### config.mk
export PLATFORM = sky130hd
export DESIGN_NAME = shuffled_minimal_standard_prng
export DESIGN_NICKNAME = d
export VERILOG_FILES = /design/src/design/smsprng_pkg.sv /design/src/design/smsprng_ram.sv /design/src/design/smsprng_ctrl.sv /design/src/design/smsprng_dpath.sv /design/src/design/shuffled_minimal_standard_prng.sv
export SDC_FILE = /design/constraint.sdc
export NUM_CORES = 2
export LEC_CHECK = 0
export BUFFER_PORTS_ARGS = -buffer_cell sky130_fd_sc_hd__buf_4
export CORE_ASPECT_RATIO = 0.6
export CORE_UTILIZATION = 57
export DETAILED_ROUTE_END_ITERATION = 8
export PLACE_DENSITY = 0.76
export SLEW_MARGIN = 40
export SYNTH_ARGS = -nofsm -noshare
export SYNTH_HDL_FRONTEND = slang
export SYNTH_SLANG_ARGS = --single-unit
export TNS_END_PERCENT = 100
### constraint.sdc
create_clock -name clock -period 6.4 [get_ports clock]
set_clock_uncertainty 0.15 [all_clocks]
set_input_delay 1.28 -clock clock [delete_from_list [all_inputs] [get_ports clock]]
set_output_delay 1.28 -clock clock [all_outputs]
set_load 0.05 [all_outputs]
### src/design/smsprng_pkg.sv
`timescale 1ns / 1ps

package smsprng_pkg;

   localparam int VALUE_W      = 31;
   localparam int MULT_W       = 15;
   localparam int PROD_W       = VALUE_W + MULT_W;
   localparam int TABLE_SIZE   = 32;
   localparam int TABLE_AW     = $clog2(TABLE_SIZE);
   localparam int WARMUP_STEPS = 8;
   localparam int STEP_TOTAL   = WARMUP_STEPS + TABLE_SIZE;
   localparam int CNT_W        = $clog2(STEP_TOTAL);
   // slot divisor is 1 + (2^31-2)/TABLE_SIZE, a power of two for this table size
   localparam int SLOT_LSB     = VALUE_W - TABLE_AW;

   localparam logic [MULT_W-1:0]  LCG_MULT = MULT_W'(16807);
   localparam logic [VALUE_W-1:0] LCG_MOD  = {VALUE_W{1'b1}};
   localparam logic [VALUE_W-1:0] SEED_ONE = VALUE_W'(1);

   typedef enum logic [2:0] {
      ST_IDLE,
      ST_STEP_MUL,
      ST_STEP_RED,
      ST_DRAW_MUL,
      ST_DRAW_RED
   } state_type;

   typedef struct packed {
      logic                load_seed;
      logic                mul;
      logic                reduce;
      logic                fill_we;
      logic                fill_last;
      logic                draw_rd;
      logic                draw_done;
      logic [TABLE_AW-1:0] fill_addr;
   } ctrl_cmd_type;

   typedef struct packed {
      logic last_zero;
   } dp_status_type;

   // p mod (2^31-1) for p < 2^46: fold the high bits onto the low bits once
   function automatic logic [VALUE_W-1:0] lcg_reduce(input logic [PROD_W-1:0] p);
      logic [VALUE_W:0] sum;
      sum = {1'b0, p[VALUE_W-1:0]} + (VALUE_W + 1)'(p[PROD_W-1:VALUE_W]);
      if (sum >= {1'b0, LCG_MOD}) begin
         sum = sum - {1'b0, LCG_MOD};
      end
      return sum[VALUE_W-1:0];
   endfunction

endpackage

### src/design/smsprng_ram.sv
`timescale 1ns / 1ps

module smsprng_ram #(
   parameter int WIDTH = 31,
   parameter int DEPTH = 32
) (
   input  logic                     clock,
   input  logic                     wr_en,
   input  logic [$clog2(DEPTH)-1:0] wr_addr,
   input  logic [WIDTH-1:0]         wr_data,
   input  logic                     rd_en,
   input  logic [$clog2(DEPTH)-1:0] rd_addr,
   output logic [WIDTH-1:0]         rd_data
);

   logic [WIDTH-1:0] mem [DEPTH];
   logic [WIDTH-1:0] rd_data_ff;

   always_ff @(posedge clock) begin
      if (wr_en) begin
         mem[wr_addr] <= wr_data;
      end
      if (rd_en) begin
         rd_data_ff <= mem[rd_addr];
      end
   end

   assign rd_data = rd_data_ff;

endmodule

### src/design/smsprng_ctrl.sv
`timescale 1ns / 1ps

module smsprng_ctrl
   import smsprng_pkg::*;
(
   input  logic          clock,
   input  logic          reset,
   input  logic          start,
   input  logic          req_command,
   input  dp_status_type status,
   output logic          busy,
   output ctrl_cmd_type  cmd
);

   state_type         state_ff, state_in;
   logic [CNT_W-1:0]  cnt_ff, cnt_in;
   logic              need_reseed;

   assign need_reseed = req_command | status.last_zero;

   always_comb begin
      state_in = state_ff;
      unique case (state_ff)
         ST_IDLE: begin
            if (start) begin
               state_in = need_reseed ? ST_STEP_MUL : ST_DRAW_MUL;
            end
         end
         ST_STEP_MUL: state_in = ST_STEP_RED;
         ST_STEP_RED: state_in = (cnt_ff == '0) ? ST_DRAW_MUL : ST_STEP_MUL;
         ST_DRAW_MUL: state_in = ST_DRAW_RED;
         ST_DRAW_RED: state_in = ST_IDLE;
         default:     state_in = ST_IDLE;
      endcase
   end

   always_comb begin
      cnt_in = cnt_ff;
      if (state_ff == ST_IDLE && start && need_reseed) begin
         cnt_in = CNT_W'(STEP_TOTAL - 1);
      end else if (state_ff == ST_STEP_RED && cnt_ff != '0) begin
         cnt_in = cnt_ff - CNT_W'(1);
      end
   end

   always_comb begin
      cmd           = '0;
      cmd.fill_addr = cnt_ff[TABLE_AW-1:0];
      busy          = 1'b1;
      unique case (state_ff)
         ST_IDLE: begin
            busy          = 1'b0;
            cmd.load_seed = start & need_reseed;
         end
         ST_STEP_MUL: cmd.mul = 1'b1;
         ST_STEP_RED: begin
            cmd.reduce    = 1'b1;
            // counter runs down; the last TABLE_SIZE steps fill from the top entry
            cmd.fill_we   = (cnt_ff < CNT_W'(TABLE_SIZE));
            cmd.fill_last = (cnt_ff == '0);
         end
         ST_DRAW_MUL: begin
            cmd.mul     = 1'b1;
            cmd.draw_rd = 1'b1;
         end
         ST_DRAW_RED: begin
            cmd.reduce    = 1'b1;
            cmd.draw_done = 1'b1;
         end
         default: busy = 1'b1;
      endcase
   end

   always_ff @(posedge clock) begin
      if (reset) begin
         state_ff <= ST_IDLE;
         cnt_ff   <= '0;
      end else begin
         state_ff <= state_in;
         cnt_ff   <= cnt_in;
      end
   end

`ifndef SYNTHESIS
   a_step_pair: assert property (@(posedge clock) disable iff (reset)
      state_ff == ST_STEP_MUL |=> state_ff == ST_STEP_RED)
      else $error("step multiply not followed by reduce");

   a_draw_pair: assert property (@(posedge clock) disable iff (reset)
      state_ff == ST_DRAW_MUL |=> state_ff == ST_DRAW_RED)
      else $error("draw multiply not followed by reduce");

   a_cnt_range: assert property (@(posedge clock) disable iff (reset)
      (state_ff == ST_STEP_MUL || state_ff == ST_STEP_RED)
         |-> cnt_ff <= CNT_W'(STEP_TOTAL - 1))
      else $error("reseed step counter out of range");
`endif

endmodule

### src/design/smsprng_dpath.sv
`timescale 1ns / 1ps

module smsprng_dpath
   import smsprng_pkg::*;
(
   input  logic                clock,
   input  logic                reset,
   input  logic                req_command,
   input  logic [VALUE_W-1:0]  req_seed_value,
   input  ctrl_cmd_type        cmd,
   output dp_status_type       status,
   output logic                rsp_valid,
   output logic [VALUE_W-1:0]  rsp_random_value,
   output logic [VALUE_W-1:0]  rsp_seed_after
);

   logic [VALUE_W-1:0]  seed_ff, seed_in;
   logic [VALUE_W-1:0]  last_ff, last_in;
   logic [PROD_W-1:0]   prod_ff, prod_in;
   logic                rsp_valid_ff;
   logic [VALUE_W-1:0]  rsp_random_ff, rsp_random_in;
   logic [VALUE_W-1:0]  rsp_seed_ff, rsp_seed_in;
   logic [VALUE_W-1:0]  seed_src, load_val, red_val;
   logic [TABLE_AW-1:0] slot;
   logic                ram_we;
   logic [TABLE_AW-1:0] ram_waddr;
   logic [VALUE_W-1:0]  ram_rd_data;

   assign slot    = last_ff[VALUE_W-1:SLOT_LSB];
   assign red_val = lcg_reduce(prod_ff);

   always_comb begin
      seed_src = req_command ? req_seed_value : SEED_ONE;
      // zero and the modulus itself would lock the generator at zero
      load_val = (seed_src == '0 || seed_src == LCG_MOD) ? SEED_ONE : seed_src;
   end

   always_comb begin
      seed_in = seed_ff;
      if (cmd.load_seed) begin
         seed_in = load_val;
      end else if (cmd.reduce) begin
         seed_in = red_val;
      end
   end

   always_comb begin
      last_in = last_ff;
      if (cmd.fill_last) begin
         last_in = red_val;
      end else if (cmd.draw_done) begin
         last_in = ram_rd_data;
      end
   end

   always_comb begin
      prod_in = prod_ff;
      if (cmd.mul) begin
         prod_in = PROD_W'(seed_ff) * PROD_W'(LCG_MULT);
      end
      rsp_random_in = cmd.draw_done ? ram_rd_data : rsp_random_ff;
      rsp_seed_in   = cmd.draw_done ? red_val : rsp_seed_ff;
   end

   assign ram_we    = cmd.fill_we | cmd.draw_done;
   assign ram_waddr = cmd.draw_done ? slot : cmd.fill_addr;

   smsprng_ram #(
      .WIDTH(VALUE_W),
      .DEPTH(TABLE_SIZE)
   ) u_table (
      .clock   (clock),
      .wr_en   (ram_we),
      .wr_addr (ram_waddr),
      .wr_data (red_val),
      .rd_en   (cmd.draw_rd),
      .rd_addr (slot),
      .rd_data (ram_rd_data)
   );

   always_ff @(posedge clock) begin
      if (reset) begin
         seed_ff      <= SEED_ONE;
         last_ff      <= '0;
         rsp_valid_ff <= 1'b0;
      end else begin
         seed_ff      <= seed_in;
         last_ff      <= last_in;
         rsp_valid_ff <= cmd.draw_done;
      end
   end

   always_ff @(posedge clock) begin
      prod_ff       <= prod_in;
      rsp_random_ff <= rsp_random_in;
      rsp_seed_ff   <= rsp_seed_in;
   end

   assign status.last_zero = (last_ff == '0);
   assign rsp_valid        = rsp_valid_ff;
   assign rsp_random_value = rsp_random_ff;
   assign rsp_seed_after   = rsp_seed_ff;

`ifndef SYNTHESIS
   a_seed_nonzero: assert property (@(posedge clock) disable iff (reset)
      seed_ff != '0)
      else $error("generator seed reached zero");

   a_draw_table_full: assert property (@(posedge clock) disable iff (reset)
      cmd.draw_done |-> last_ff != '0)
      else $error("draw from an empty table");

   a_no_write_conflict: assert property (@(posedge clock) disable iff (reset)
      !(cmd.fill_we && cmd.draw_done))
      else $error("fill and draw write in the same cycle");
`endif

endmodule

### src/design/shuffled_minimal_standard_prng.sv
`timescale 1ns / 1ps
// Draw: busy from start through the multiply, then mod-reduce plus table swap;
//   rsp_valid pulses in the first cycle with busy low; start is taken only in idle.
// Reseed (or first draw after reset): 40 LCG steps, each a multiply then a reduce,
//   then the draw; busy stays high. The single 31x15 multiplier sets the step time.
// Reset: seed 1, table empty; the table needs no clearing since it is filled before use.
// rsp_valid is a one-cycle strobe; the receiver cannot stall.

module shuffled_minimal_standard_prng
   import smsprng_pkg::*;
(
   input  logic               clock,
   input  logic               reset,
   input  logic               start,
   output logic               busy,
   input  logic               req_command,
   input  logic [VALUE_W-1:0] req_seed_value,
   output logic               rsp_valid,
   output logic [VALUE_W-1:0] rsp_random_value,
   output logic [VALUE_W-1:0] rsp_seed_after
);

   ctrl_cmd_type  cmd;
   dp_status_type status;

   smsprng_ctrl u_ctrl (
      .clock       (clock),
      .reset       (reset),
      .start       (start),
      .req_command (req_command),
      .status      (status),
      .busy        (busy),
      .cmd         (cmd)
   );

   smsprng_dpath u_dpath (
      .clock            (clock),
      .reset            (reset),
      .req_command      (req_command),
      .req_seed_value   (req_seed_value),
      .cmd              (cmd),
      .status           (status),
      .rsp_valid        (rsp_valid),
      .rsp_random_value (rsp_random_value),
      .rsp_seed_after   (rsp_seed_after)
   );

endmodule
# [Word level (Yosys, flattened, before mapping)]
# Memories as Yosys holds them, arrays and structs flattened. A register that Yosys moved wholly into a read port is not among the register bits.
# Index checks and enable logic that the tools add are counted.
[op_classes] bitwise=3 eq_ne=6 muxes=23 n_lt_le_gt_ge=2 n_reduce_logical=15 addsub=3 n_mul=1
[op_table] op="31-bit two-way mux" count=7
[op_table] op="31-bit logical NOT" count=2
[op_table] op="31-bit by 15-bit multiplier with 46-bit output, second input constant" count=1
[op_table] op="31-bit by 15-bit adder with 32-bit output" count=1
[op_table] op="32-bit by 31-bit greater-or-equal comparator with 1-bit output, second input constant" count=1
[op_table] op="31-bit == test, second input constant" count=1
[op_table] op="31-bit subtractor, second input constant" count=1
[op_table] op="6-bit two-way mux" count=2
[op_table] op="3-bit case mux with 4 select lines" count=1
[op_table] op="1-bit two-way mux" count=8
[op_table] op="3-bit by 2-bit == test with 1-bit output, second input constant" count=2
[op_table] op="6-bit logical NOT" count=1
[op_table] op="6-bit less-than comparator, second input constant" count=1
[op_table] op="2-bit two-way mux" count=3
[op_table] op="2-bit nonzero test" count=3
[op_table] op="6-bit nonzero test" count=1
[op_table] op="2-bit OR reduction" count=3
[op_table] op="6-bit by 1-bit subtractor with 6-bit output, second input constant" count=1
[op_table] op="5-bit two-way mux" count=1
[op_table] op="3-bit by 1-bit == test with 1-bit output, second input constant" count=1
[op_table] op="3-bit == test, second input constant" count=1
[op_table] op="1-bit logical AND" count=3
[op_table] op="3-bit logical NOT" count=1
[op_table] op="3-bit two-way mux" count=1
[op_table] op="other kinds (4)" count=5
[totals] ff_bits=180 out_inout_bits=64 n_memories=1 ram_bits=992 elab_cells=63
[memory_table] name="u_dpath.u_table.mem" words=32 width=31 rd=1 rd_clocked_by_memory_dff=1 wr=1 line_no="smsprng_ram.sv:16" rtl="logic [WIDTH-1:0] mem [DEPTH];"

# [Logic depth before layout (Yosys ltp)]
[depth] ltp_word=5 mapped_depth=25 mapped_depth_nobuf=24

# [Hierarchy]
# From an unflattened synthesis, not the netlist that was laid out.
[hier_totals] hier_cells=3860 area_unflattened_um2=56006.2
[modules_own_cells] mod="smsprng_ram" instances=1 cells_each=2192 area_each_um2=39474.1
[modules_own_cells] mod="smsprng_dpath" instances=1 cells_each=1595 area_each_um2=15932.8
[modules_own_cells] mod="smsprng_ctrl" instances=1 cells_each=73 area_each_um2=599.3

# [Least setup slack after synthesis]
# Ideal clock, no wire load.
[synth_timing] path_kind="reg2reg" start="register u_dpath.seed_ff[19]" end="register u_dpath.prod_ff[44], data pin" slack_ns=0.272 arrival_time_ns=5.717 n_path_buf=1 required_ns=5.989 period_less_slack_ns=6.128 stages_incl_launch_ff=26 path_cell_list="dfxtp_1 > inv_1 > fa_1 > inv_1 > ha_1 > inv_1 > fa_1 > inv_1 > fa_1 > fa_1 > inv_1 > fa_1 > inv_1 > ha_1 > clkbuf_1 > a21o_1 > a21o_1 > a21oi_1 > o21ai_0 > and2_1 > a311oi_1 > o21bai_1 > a21oi_1 > o21ai_0 > a41oi_1 > xnor2_1"
[synth_between] elab_chain_cells=1
[synth_lines] item="from (decl)" line_no="smsprng_dpath.sv:17" rtl="logic [VALUE_W-1:0] seed_ff, seed_in;"
[synth_lines] item="from (signal assigned)" line_no="smsprng_dpath.sv:87" rtl="seed_ff <= seed_in;"
[synth_lines] item="31-bit by 15-bit multiplier with 46-bit output" line_no="smsprng_dpath.sv:59" rtl="prod_in = PROD_W'(seed_ff) * PROD_W'(LCG_MULT);"
[synth_lines] item="to (signal assigned)" line_no="smsprng_dpath.sv:94" rtl="prod_ff <= prod_in;"
[synth_lines] item="to (decl)" line_no="smsprng_dpath.sv:19" rtl="logic [PROD_W-1:0] prod_ff, prod_in;"
# No other way between the ends.
# A chain may end at the register's enable or synchronous reset.

# [Final worst setup path]
[layout_timing] start="register u_dpath.seed_ff[13]" end="register u_dpath.prod_ff[32], data pin"
# Same word-level chain as after synthesis.

==> metrics.cfg <==
[run_status]
status=finished, final reports clean

[synthesis]
syn-num-nets=3515
ys_types=75
seq_area_frac_synth_pct=64.6
synth_top_family_by_area=multiplexers
synth-seq-cells=1203
synth_xor_area_share_pct=1.26
synth-edff-count=1131
syn_inst=3141
synthAdderAreaFrac_pct=9.57
synth_compound_area_share_pct=4.40
ys_async_sr_fraction_pct=0
synthesis.area_um2=54800
avgSynthCellArea_um2=17.4
yosys_warnings=0
synth.area.mux_share_pct=13.7
synth-main-ff-cell=edfxtp_1
synth-simple-area-share_pct=3.48

[die]
start_util_pct=57.9
chipWidth_um=402
die_y_um=242
die_area_um2=97400
rows=87
top_level_ports=99
core_um2=94600

[clocking]
cts_buffers=103
cts_root_buffer=clkbuf_16
cts.clk_slew.worst_paths_ps=70
htree_levels=3
clockBufferDepth=3
worstSkewPairLatency_ps=720
cts_hold_buf=0
clkSinkCount=1203
cts_tree=built

[critical_path]
cp-start-kind=flip-flop
worstSetupPathType=reg2reg
crit_path_end_kind=flip-flop
cp_max_fo=4
worstPathArrival_ps=6550
cp.required_ps=6710

[finish]
nets=3832
utilization_pct=66.8
final_cell_count_no_fill=4798
final_common_cell=edfxtp_1
final_cell_mix=edfxtp_1, mux4_2, inv_1
drive_above_1_share_pct=26.9
syn2layout_area_growth_pct=15.3

[routing]
drc=0
drt_wl_total_um=158000
wire_per_inst_um=32.8
route.vias.total=32000
ant_nets=0
first_pass_iters=6
dr.first_iter.drc_count=4484
viasPerCell=6.68

[placed_design]
gp_congestion=1.01
port_buffers=98
dp.cells=4586
hpwl_um=105000

[worst_hold_path]
min_path_type=reg2reg

[global_routing]
grt_max_degree=103
grt_usage_pct=32.5
grt-ovfl-total=0
grt_pass1_vias=31000
grt_pass1_wl_um=223000
antenna_found_initial=9

[timing]
fin_tns_setup_ps=0
hold_violations=0
max_freq_mhz=160
relSlewSlack_pct=39.0
finalSetupViolCount=0
drv_slew=0
worst_slew_pin_slew_ps=911
fin_crit_sh_pct=97.4
fin_crit_ps=6230

[flow_run]
maxCapViolations=0

-- final cells by class --
type                    instances  area, um2
diodes                          4       10.0
clock buffers                 129       2730
clock inverters                66        619
fillers                      6119      31400
inverters                     306       1160
multi-input cells            1511      18300
flip-flops and latches       1203      35400
well taps                    1246       1560
repair buffers                333       3340
-- cell families after synthesis --
kind of cell | after synthesis
mux | 359
compound gates | 350
flops | 1203
simple gates | 384
buf+inv | 427
fa+ha+maj | 339
xor+xnor | 79
-- metrics by stage --
stage	instance area (um2)	hold slack, ps	setup WS [ps]
global route	63200	344	-47.6
global placement	58700	302	-22.8
floorplan	54800	276	272
detailed placement	59400	303	-136
CTS	62800	322	-76.1
finish	63200	327	167
-- path summary, 6_finish.rpt --
kind | start | to | slack [ps] | cells after the start
worst min-delay path | u_dpath.u_table.rd_data[2]$_DFFE_PP_ | u_dpath.rsp_random_value[2]$_DFFE_PP_ | 330 | 0
worst min register to register | u_dpath.u_table.rd_data[2]$_DFFE_PP_ | u_dpath.rsp_random_value[2]$_DFFE_PP_ | 330 | 0
worst max-delay path | u_dpath.seed_ff[13]$_SDFFE_PP0P_ | u_dpath.prod_ff[32]$_DFFE_PP_ | 170 | 24
worst max register to register | u_dpath.seed_ff[13]$_SDFFE_PP0P_ | u_dpath.prod_ff[32]$_DFFE_PP_ | 170 | 24
-- critical path, stage by stage, from the launching register on --
cell and delay [ps]:
dfxtp_1 360, inv_2 80, fa_1 530, inv_1 40, ha_1 290, fa_1 510, inv_1 60, fa_1 530
inv_1 50, fa_1 480, inv_1 50, fa_1 480, inv_1 50, ha_1 310, buf_4 170, a21oi_4 170
a2bb2oi_2 160, o31ai_2 80, buf_4 190, a311oi_4 360, o21bai_2 150, a21o_1 210, a21o_1 200, a21oi_1 220
xnor2_1 90
-- timing repair --
action                                  in CTS  in global routing
resized for setup                            4                 49
buffers inserted                             0                  8
hold endpoints to repair                     0                  0
pin swaps                                    0                 22
endpoints found under the setup margin       9                 14
-- synth_stat cells, drive strengths merged, types with 15 or more instances --
library cell / count / area share (%)
o21ai: 56 / 0.54
fa: 134 / 4.9
nand3: 28 / 0.26
a21o: 30 / 0.41
nand4: 32 / 0.37
a211oi: 40 / 0.58
edfxtp: 1131 / 62
inv: 306 / 2.1
clkbuf: 86 / 0.59
a21oi: 98 / 0.90
ha: 205 / 4.7
a311oi: 16 / 0.26
buf: 35 / 0.30
nor2: 101 / 0.69
xnor2: 51 / 0.81
nor4: 21 / 0.24
mux2: 32 / 0.66
dfxtp: 72 / 2.6
mux4: 310 / 13
nor3: 29 / 0.26
a221oi: 15 / 0.24
o21a: 28 / 0.38
xor2: 28 / 0.45
mux2i: 17 / 0.31
nand2: 92 / 0.63
-- state kept, by name, indices dropped and copies added (netlist names) --
| register | cells |
|---|---|
| u_ctrl.cnt_ff | 6 |
| u_ctrl.state_ff | 3 |
| u_dpath.last_ff | 31 |
| u_dpath.prod_ff | 46 |
| u_dpath.rsp_random_value | 31 |
| u_dpath.rsp_seed_after | 31 |
| u_dpath.rsp_valid | 1 |
| u_dpath.seed_ff | 31 |
| u_dpath.u_table.mem | 992 |
| u_dpath.u_table.rd_data | 31 |
-- layer usage --
metal	GRT usage (%)	vias up	routed length (um)
li1	-	12900	-
met1	52.2	16600	66700
met2	43.4	2219	65300
met3	9.71	257	21600
met4	8.25	4	3880
met5	0	-	27
Power is not shown: default switching activity piles up to over one toggle a cycle in this logic, so the estimate is an artifact.
